==> config.mk <==
export PLATFORM = sky130hd
export DESIGN_NAME = beam_pulse_object_counter_flat
export DESIGN_NICKNAME = d
export VERILOG_FILES = /design/src/rtl/core/bpoc_pkg.sv /design/src/rtl/core/bpoc_if.sv /design/src/rtl/core/bpoc_step.sv /design/src/rtl/core/beam_pulse_object_counter.sv /design/src/flat_wrapper.sv
export SDC_FILE = /design/constraint.sdc
export NUM_CORES = 1
export LEC_CHECK = 0
export ABC_CLOCK_PERIOD_IN_PS = 4980
export BUFFER_PORTS_ARGS = -buffer_cell sky130_fd_sc_hd__buf_2
export CORE_MARGIN = 1
export CORE_UTILIZATION = 45
export DETAILED_ROUTE_END_ITERATION = 8
export SLEW_MARGIN = 20
export SYNTH_ARGS = -nofsm -noshare
export SYNTH_HDL_FRONTEND = slang
export SYNTH_HIERARCHICAL = 1
export SYNTH_SLANG_ARGS = --single-unit
==> constraint.sdc <==
create_clock -name clk -period 4.98 [get_ports clk]
set_input_delay 0.996 -clock clk [delete_from_list [all_inputs] [get_ports clk]]
set_output_delay 0.996 -clock clk [all_outputs]
set_load 0.01 [all_outputs]
==> src/rtl/core/bpoc_pkg.sv <==
// ----------------------------------------------------------------------------
// bpoc_pkg: shared types and constants for the break-beam object counter
// Request and status codes, register indexes, configuration and item types.
// ----------------------------------------------------------------------------
package bpoc_pkg;

  localparam int unsigned LevelW = 10;
  localparam int unsigned TimeW  = 32;
  localparam int unsigned MsW    = 16;
  localparam int unsigned CountW = 16;
  localparam int unsigned CfgIdxW  = 3;
  localparam int unsigned CfgDataW = 16;

  localparam logic [CountW-1:0] CountMax = '1;

  // Request kinds carried by req_type
  typedef enum logic {
    REQ_ARM    = 1'b0,
    REQ_SAMPLE = 1'b1
  } req_t;

  // Result status codes
  typedef enum logic [2:0] {
    ST_IGNORED  = 3'd0,
    ST_WAITING  = 3'd1,
    ST_COUNTED  = 3'd2,
    ST_COOLDOWN = 3'd3,
    ST_TAMPER   = 3'd4
  } status_t;

  // Configuration register indexes
  typedef enum logic [CfgIdxW-1:0] {
    REG_LEVEL_THRESHOLD = 3'd0,
    REG_ARM_DELAY_MS    = 3'd1,
    REG_MIN_BREAK_MS    = 3'd2,
    REG_MAX_BREAK_MS    = 3'd3,
    REG_COOLDOWN_MS     = 3'd4
  } reg_idx_t;

  typedef struct packed {
    logic [LevelW-1:0] level_threshold;
    logic [MsW-1:0]    arm_delay_ms;
    logic [MsW-1:0]    min_break_ms;
    logic [MsW-1:0]    max_break_ms;
    logic [MsW-1:0]    cooldown_ms;
  } cfg_t;

  typedef struct packed {
    logic              req_type;
    logic [LevelW-1:0] sample_level;
    logic [TimeW-1:0]  time_ms;
  } item_t;

  typedef struct packed {
    status_t           status;
    logic [CountW-1:0] object_count;
    logic [TimeW-1:0]  break_duration;
  } result_t;

endpackage

==> src/rtl/core/bpoc_if.sv <==
// ----------------------------------------------------------------------------
// bpoc_in_if / bpoc_out_if: valid/ready channels of the object counter
// Input channel carries request items, output channel carries results.
// ----------------------------------------------------------------------------
interface bpoc_in_if import bpoc_pkg::*; ();
  logic              valid;
  logic              ready;
  logic              req_type;
  logic [LevelW-1:0] sample_level;
  logic [TimeW-1:0]  time_ms;

  modport source (output valid, output req_type, output sample_level,
                  output time_ms, input ready);
  modport sink   (input valid, input req_type, input sample_level,
                  input time_ms, output ready);
endinterface

interface bpoc_out_if import bpoc_pkg::*; ();
  logic              valid;
  logic              ready;
  logic [2:0]        status;
  logic [CountW-1:0] object_count;
  logic [TimeW-1:0]  break_duration;

  modport source (output valid, output status, output object_count,
                  output break_duration, input ready);
  modport sink   (input valid, input status, input object_count,
                  input break_duration, output ready);
endinterface

==> src/rtl/core/bpoc_step.sv <==
// ----------------------------------------------------------------------------
// bpoc_step: session state and per-item decision logic
// Holds the session, timing and cooldown state; computes one result per item
// and commits the state update when the item advances.
// ----------------------------------------------------------------------------
module bpoc_step import bpoc_pkg::*; (
  input  logic    clk,
  input  logic    rst_n,
  input  logic    advance,
  input  item_t   item,
  input  cfg_t    cfg,
  output result_t result
);

  logic              session_r, session_nxt;
  logic [TimeW-1:0]  arm_time_r, arm_time_nxt;
  logic              timing_r, timing_nxt;
  logic [TimeW-1:0]  break_start_r, break_start_nxt;
  logic [TimeW-1:0]  next_allowed_r, next_allowed_nxt;
  logic [CountW-1:0] counted_r, counted_nxt;

  logic [TimeW-1:0]  elapsed;
  logic [TimeW-1:0]  duration;
  logic              in_delay;
  logic              broken;
  logic              bad_width;
  logic              cool_ok;

  // Shared arithmetic on the item
  assign elapsed   = item.time_ms - arm_time_r;
  assign duration  = item.time_ms - break_start_r;
  assign in_delay  = elapsed <= {{(TimeW-MsW){1'b0}}, cfg.arm_delay_ms};
  assign broken    = item.sample_level > cfg.level_threshold;
  assign bad_width = (duration < {{(TimeW-MsW){1'b0}}, cfg.min_break_ms}) ||
                     (duration > {{(TimeW-MsW){1'b0}}, cfg.max_break_ms});
  assign cool_ok   = item.time_ms >= next_allowed_r;

  // Decision and next state
  always_comb begin
    session_nxt      = session_r;
    arm_time_nxt     = arm_time_r;
    timing_nxt       = timing_r;
    break_start_nxt  = break_start_r;
    next_allowed_nxt = next_allowed_r;
    counted_nxt      = counted_r;
    result.status         = ST_IGNORED;
    result.break_duration = '0;

    if (item.req_type == REQ_ARM) begin
      session_nxt      = 1'b1;
      arm_time_nxt     = item.time_ms;
      timing_nxt       = 1'b0;
      break_start_nxt  = '0;
      next_allowed_nxt = '0;
      counted_nxt      = '0;
      result.status    = ST_WAITING;
    end else if (!session_r || in_delay) begin
      result.status = ST_IGNORED;
    end else if (broken) begin
      // beam broken: start timing on the first broken sample
      if (!timing_r) begin
        timing_nxt      = 1'b1;
        break_start_nxt = item.time_ms;
      end
      result.status = ST_WAITING;
    end else if (!timing_r) begin
      result.status = ST_WAITING;
    end else begin
      // beam restored: check the pulse width
      timing_nxt            = 1'b0;
      break_start_nxt       = '0;
      result.break_duration = duration;
      if (bad_width) begin
        session_nxt   = 1'b0;
        result.status = ST_TAMPER;
      end else if (cool_ok) begin
        if (counted_r != CountMax) begin
          counted_nxt = counted_r + 1'b1;
        end
        next_allowed_nxt = item.time_ms + {{(TimeW-MsW){1'b0}}, cfg.cooldown_ms};
        result.status    = ST_COUNTED;
      end else begin
        result.status = ST_COOLDOWN;
      end
    end
    result.object_count = counted_nxt;
  end

  // State registers
  always_ff @(posedge clk) begin
    if (!rst_n) begin
      session_r      <= 1'b0;
      arm_time_r     <= '0;
      timing_r       <= 1'b0;
      break_start_r  <= '0;
      next_allowed_r <= '0;
      counted_r      <= '0;
    end else if (advance) begin
      session_r      <= session_nxt;
      arm_time_r     <= arm_time_nxt;
      timing_r       <= timing_nxt;
      break_start_r  <= break_start_nxt;
      next_allowed_r <= next_allowed_nxt;
      counted_r      <= counted_nxt;
    end
  end

endmodule

==> src/rtl/core/beam_pulse_object_counter.sv <==
// ----------------------------------------------------------------------------
// beam_pulse_object_counter: break-beam object counter with pulse-width check
//
// in_ch carries items: an arm request (req_type 0) that starts a session, or
// a sensor sample (req_type 1) with a level and a wrapping ms timestamp.
// out_ch returns exactly one result per item, in order: status, the session
// object count and the break length when the beam is restored.
// The cfg_ port writes the five threshold and timing registers; the user
// must write them only while idle, since the block does not enforce it.
// Each item passes through the input register, then the result register.
// Throughput: one item per cycle while the receiver takes results, with the
// single decision stage between the two registers.
// Reset clears the session, timing, cooldown and count and loads the default
// register values; both pipeline registers come up empty.
// A stalled receiver holds the result register; the input register still
// takes one more item, and in_ch.ready drops only when both are full.
// ----------------------------------------------------------------------------
module beam_pulse_object_counter import bpoc_pkg::*; (
  input  logic                clk,
  input  logic                rst_n,
  bpoc_in_if.sink             in_ch,
  bpoc_out_if.source          out_ch,
  input  logic                cfg_we,
  input  logic [CfgIdxW-1:0]  cfg_idx,
  input  logic [CfgDataW-1:0] cfg_wdata
);

  cfg_t    cfg_r;
  logic    s1_valid_r;
  item_t   s1_item_r;
  logic    out_valid_r;
  result_t out_r;
  result_t step_res;
  logic    s1_adv;
  logic    in_xfer;

  // Configuration registers
  always_ff @(posedge clk) begin
    if (!rst_n) begin
      cfg_r.level_threshold <= LevelW'(512);
      cfg_r.arm_delay_ms    <= MsW'(500);
      cfg_r.min_break_ms    <= MsW'(5);
      cfg_r.max_break_ms    <= MsW'(1000);
      cfg_r.cooldown_ms     <= MsW'(100);
    end else if (cfg_we) begin
      case (cfg_idx)
        REG_LEVEL_THRESHOLD: cfg_r.level_threshold <= cfg_wdata[LevelW-1:0];
        REG_ARM_DELAY_MS:    cfg_r.arm_delay_ms    <= cfg_wdata;
        REG_MIN_BREAK_MS:    cfg_r.min_break_ms    <= cfg_wdata;
        REG_MAX_BREAK_MS:    cfg_r.max_break_ms    <= cfg_wdata;
        REG_COOLDOWN_MS:     cfg_r.cooldown_ms     <= cfg_wdata;
        default: ;
      endcase
    end
  end

  // Pipeline handshake
  assign s1_adv       = s1_valid_r && (!out_valid_r || out_ch.ready);
  assign in_ch.ready  = !s1_valid_r || s1_adv;
  assign in_xfer      = in_ch.valid && in_ch.ready;

  // Input register
  always_ff @(posedge clk) begin
    if (!rst_n) begin
      s1_valid_r <= 1'b0;
    end else if (in_ch.ready) begin
      s1_valid_r <= in_ch.valid;
    end
  end

  always_ff @(posedge clk) begin
    if (in_xfer) begin
      s1_item_r.req_type     <= in_ch.req_type;
      s1_item_r.sample_level <= in_ch.sample_level;
      s1_item_r.time_ms      <= in_ch.time_ms;
    end
  end

  // Decision logic and session state
  bpoc_step u_step (
    .clk     (clk),
    .rst_n   (rst_n),
    .advance (s1_adv),
    .item    (s1_item_r),
    .cfg     (cfg_r),
    .result  (step_res)
  );

  // Result register
  always_ff @(posedge clk) begin
    if (!rst_n) begin
      out_valid_r <= 1'b0;
    end else if (!out_valid_r || out_ch.ready) begin
      out_valid_r <= s1_valid_r;
    end
  end

  always_ff @(posedge clk) begin
    if (s1_adv) begin
      out_r <= step_res;
    end
  end

  assign out_ch.valid          = out_valid_r;
  assign out_ch.status         = out_r.status;
  assign out_ch.object_count   = out_r.object_count;
  assign out_ch.break_duration = out_r.break_duration;

endmodule
==> src/flat_wrapper.sv <==
// flat-port wrapper written by rule: the top's interface ports become plain ports
module beam_pulse_object_counter_flat import bpoc_pkg::*;
  (clk, rst_n, cfg_we, cfg_idx, cfg_wdata, in_ch_valid, in_ch_req_type, in_ch_sample_level, in_ch_time_ms, in_ch_ready, out_ch_valid, out_ch_status, out_ch_object_count, out_ch_break_duration, out_ch_ready);
  bpoc_in_if in_ch_i ();
  bpoc_out_if out_ch_i ();
  input  logic clk;
  input  logic rst_n;
  input  logic cfg_we;
  input  logic [CfgIdxW-1:0] cfg_idx;
  input  logic [CfgDataW-1:0] cfg_wdata;
  input wire logic [$bits(in_ch_i.valid)-1:0] in_ch_valid;
  input wire logic [$bits(in_ch_i.req_type)-1:0] in_ch_req_type;
  input wire logic [$bits(in_ch_i.sample_level)-1:0] in_ch_sample_level;
  input wire logic [$bits(in_ch_i.time_ms)-1:0] in_ch_time_ms;
  output wire logic [$bits(in_ch_i.ready)-1:0] in_ch_ready;
  output wire logic [$bits(out_ch_i.valid)-1:0] out_ch_valid;
  output wire logic [$bits(out_ch_i.status)-1:0] out_ch_status;
  output wire logic [$bits(out_ch_i.object_count)-1:0] out_ch_object_count;
  output wire logic [$bits(out_ch_i.break_duration)-1:0] out_ch_break_duration;
  input wire logic [$bits(out_ch_i.ready)-1:0] out_ch_ready;
  assign in_ch_i.valid = in_ch_valid;
  assign in_ch_i.req_type = in_ch_req_type;
  assign in_ch_i.sample_level = in_ch_sample_level;
  assign in_ch_i.time_ms = in_ch_time_ms;
  assign in_ch_ready = in_ch_i.ready;
  assign out_ch_valid = out_ch_i.valid;
  assign out_ch_status = out_ch_i.status;
  assign out_ch_object_count = out_ch_i.object_count;
  assign out_ch_break_duration = out_ch_i.break_duration;
  assign out_ch_i.ready = out_ch_ready;
  beam_pulse_object_counter u_core (.clk(clk), .rst_n(rst_n), .in_ch(in_ch_i), .out_ch(out_ch_i), .cfg_we(cfg_we), .cfg_idx(cfg_idx), .cfg_wdata(cfg_wdata));
endmodule
==> qor.txt <==
status = finished with violations
failing checks = negative setup slack
Yosys Warn Count = 6
Max Freq = 194 MHz
syn nets = 2,326
main area contributors after synthesis = dfxtp_1, edfxtp_1, ha_1, mux2i_1, nand2_1
largest net degree at the start of global routing = 94
Cell Area, Synth = 18,200 sq um
Mapped Cells = 2,088
combinational family with the most area after synthesis = simple AND/OR/NAND/NOR gates
DRT antenna net count = 0
DRT Pass-1 Iters = 5
internal power = 4.47 mW
pwr dens = 280 nW/um^2
count of final setup violators = 56
Worst slew margin = 29.8%
sw frac = 28.8%
die width = 203 um
Reg clk slew, reported paths = 0.06 ns
CP delay by family, top = simple AND/OR/NAND/NOR gates
cell taking the most area after synthesis = dfxtp_1
clock power share = 40.2%
Slowest-stage cell, CP = edfxtp_1
most common cell in the netlist = nand2_1
reg2reg end = u_core/u_step/next_allowed_r[3]$_SDFFE_PN0P_
FF+latch count, synth = 284
grt ovf = 0
grt met2 use = 39.8%
clock tree buffer depth = 3
share of layout cells above drive strength 1 = 19.9%
r2r setup slk = -0.19 ns
clock root buffer = clkbuf_16
mux cell area share after synthesis = 6.70%
max-cap viol count = 0
Final HPWL DP = 40,600 um
Routed WL = 54,700 um
Max Clock Skew = 0.0153 ns
CTS Sinks = 284
CP peak stage delay = 0.36 ns
worst setup margin = -0.187 ns
Slew @ Worst Pin = 1.05 ns
latest clock arrival within the worst-skew pair = 0.56 ns
R2R Path Start = u_core/s1_item_r[0]$_DFFE_PP_
Core Footprint = 39,800 sq um
compound-cell area share of the yosys netlist = 16.4%
# IOs = 120
worst hold path type = flip-flop to flip-flop
critical path data arrival time = 5.65 ns
ys flop type = dfxtp_1
wire per inst = 18.8 um
Slew Viols, Final = 0
Post-synth top cells = nand2_1, dfxtp_1, inv_1
initial antenna violation count = 4
Vias = 16,194
adder-cell share of the synthesized area = 11.9%
Post-synth EDFFs = 94
design area = 22,500 sq um
FF-to-FF path depth = 25
fin crit share = 104%
fraction of registers with async set/reset = 0%
first-pass GRT wire length = 83,700 um
Nets = 2,587
Rows = 73
critical path required time = 5.46 ns
H-tree depth = 2
Hold Path Depth = 2
Remaining DRCs = 0
Yosys cell types = 91
RSZ-0062 raised after global routing = true
Simple-Gate Fraction of Synth Area = 19.2%
Port Buf Inserts = 119
global-route usage over all layers = 25.9%
setup TNS = -6.01 ns
Hold Vio Cnt, Final = 0
Area Growth Syn to Fin = 23.3%
Synth Area in XOR/XNOR = 3.55%
switching power = 1.81 mW
syn_area_per_cell = 8.73 sq um
area of the multi-input gates = 11,100 sq um
vias per cell = 5.58
TritonCTS clock tree = done
sequential share of power = 40.0%
Layout fillers = 3,668
Initial DRC Count = 1,260
crit path kind = flip-flop to flip-flop
min Tclk post-route = 5.17 ns
hold buffer count at CTS = 0
met1 usage = 36.5%
Max VDD drop = 0.205 mV
DP Area = 20,500 sq um
Pleak = 9.24 nW
routability congestion estimate = 0.916
CTS Buf Count = 35
critical path depth = 25
Hold Crit Start = u_core/u_step/arm_time_r[23]$_SDFFE_PN0P_
GRT met3 Usage = 4.46%
CP Capture Type = flip-flop
Seq/Total Area, Yosys = 36.3%
Die Span Y = 203 um
Reg area = 6630 sq um
die area = 41,300 sq um
combinational cell fraction of total power = 19.8%
Critical Path Fanout Max = 5
Initial Util = 45.8%
GRT busiest layer = met2
# diodes = 0
Hold EP = u_core/u_step/arm_time_r[23]$_SDFFE_PN0P_
startpoint types = flip-flop
Buf/Inv on CP = 6
number of global-route vias before repair = 15,515
Yosys top cell area share = 20.9%
## registers in the layout (all words and copies together), names as in the netlist, 3 cells and up
signal and flops:
u_core/cfg_r 74, u_core/s1_item_r 43, u_core/out_ch.break_duration 32, u_core/u_step/arm_time_r 32, u_core/u_step/break_start_r 32, u_core/u_step/next_allowed_r 32
u_core/out_ch.object_count 16, u_core/u_step/counted_r 16, u_core/out_ch.status 3
## worst reg2reg max path: cells and delay by family, from the launching register on
family	cells	cell delay, ns
AND/OR/NAND/NOR	9	1.69
buffers and inverters	6	0.94
AO/OA/AOI/OAI	5	0.92
adder cells (fa/ha/maj)	3	0.83
flip-flops	1	0.36
multiplexers	1	0.18
XOR/XNOR	1	0.15
## worst max path at each step
stage | to | slack (ns) | startpoint
4_1_cts | u_core/out_ch.object_count[8]$_DFFE_PP_ | -0.04 | u_core/s1_item_r[0]$_DFFE_PP_
3_5_place_dp | u_core/out_ch.object_count[12]$_DFFE_PP_ | -0.32 | u_core/s1_item_r[1]$_DFFE_PP_
3_3_place_gp | u_core/out_ch.object_count[12]$_DFFE_PP_ | -0.18 | u_core/s1_item_r[1]$_DFFE_PP_
6_report | u_core/u_step/next_allowed_r[3]$_SDFFE_PN0P_ | -0.19 | u_core/s1_item_r[0]$_DFFE_PP_
2_1_floorplan | u_core/out_ch.object_count[1]$_DFFE_PP_ | 0.02 | u_core/s1_item_r[1]$_DFFE_PP_
5_1_grt | u_core/out_ch.object_count[8]$_DFFE_PP_ | -0.39 | u_core/s1_item_r[1]$_DFFE_PP_
## metal layers
metal  up-vias  wire, um
met5         -         0
met4         0      1460
met3        85      3270
met2       463     23900
met1      7692     26000
li1       7954         -
## kinds of logic (layout without fill, tap and decap cells)
logic type,Yosys count,in the layout
muxes,122,122
buffers and inverters,272,560
DFF,284,284
and+or+nand+nor,717,717
adders and majority gates,171,171
xor gates and xnor gates,73,73
AOI/OAI and AO/OA,449,449
## cell usage in the layout (no fill, tap or decap), types with 7 or more instances in the layout
master       n
and4_1      10
buf_12       9
a21o_1      32
o21ai_1      9
ha_1       159
inv_1      179
o211ai_1    20
nand3_1     50
nand4_1     36
a31oi_1     11
mux2i_1    121
nor2b_1     40
a211oi_1    19
and2_1      11
clkbuf_16   40
buf_6       13
o21a_1      24
xnor2_1     41
o31ai_1      7
edfxtp_1    94
nand2b_1    16
o21ai_0     57
dfxtp_1    190
buf_4      167
nor2_1     108
nor3_1      17
a21oi_1    138
xor2_1      24
a21oi_2     10
nand2_1    304
a22o_1      33
buf_2      118
nand3b_1     9
clkbuf_1    10
and3_1      38
ha_4         8
a211o_1      9
## area by class of cell
| class | instances | area share [%] |
|---|---|---|
| multi-input cells | 1532 | 49.3 |
| inverters | 182 | 3.05 |
| repair buffers | 314 | 10.3 |
| clock buffers | 49 | 4.36 |
| flip-flops and latches | 284 | 29.5 |
| well taps | 525 | 2.92 |
| clock inverters | 15 | 0.623 |
## power by group through the flow
stage	Clock, mW	Sequential [mW]	Combinational, mW
6_report	2.53	2.51	1.25
5_1_grt	2.67	2.52	1.36
4_1_cts	2.59	2.51	1.17
3_5_place_dp	0	2.56	1.14
3_3_place_gp	0	2.56	1.13
2_1_floorplan	0	2.56	0.718
## through the flow
step           hold slack (ns)  std cells  worst slack (ns)  util, %  total power [mW]
2_1_floorplan            0.435       2088            0.0171        -              3.28
3_3_place_gp             0.443       2803            -0.179     51.4              3.69
3_5_place_dp             0.447       2803            -0.318     51.4              3.71
4_1_cts                  0.455       2878           -0.0351     54.8              6.27
5_1_grt                  0.467       2901            -0.387     56.5              6.55
6_report                 0.452       2901            -0.187     56.5              6.29
## timing repair
action                                  in CTS  in global routing
pin swaps                                   26                 54
gates resized for setup                     25                 73
cloned                                       1                  5
buffers inserted                            10                 20
endpoints found under the setup margin     131                130
(Power assumes the default switching activity.)
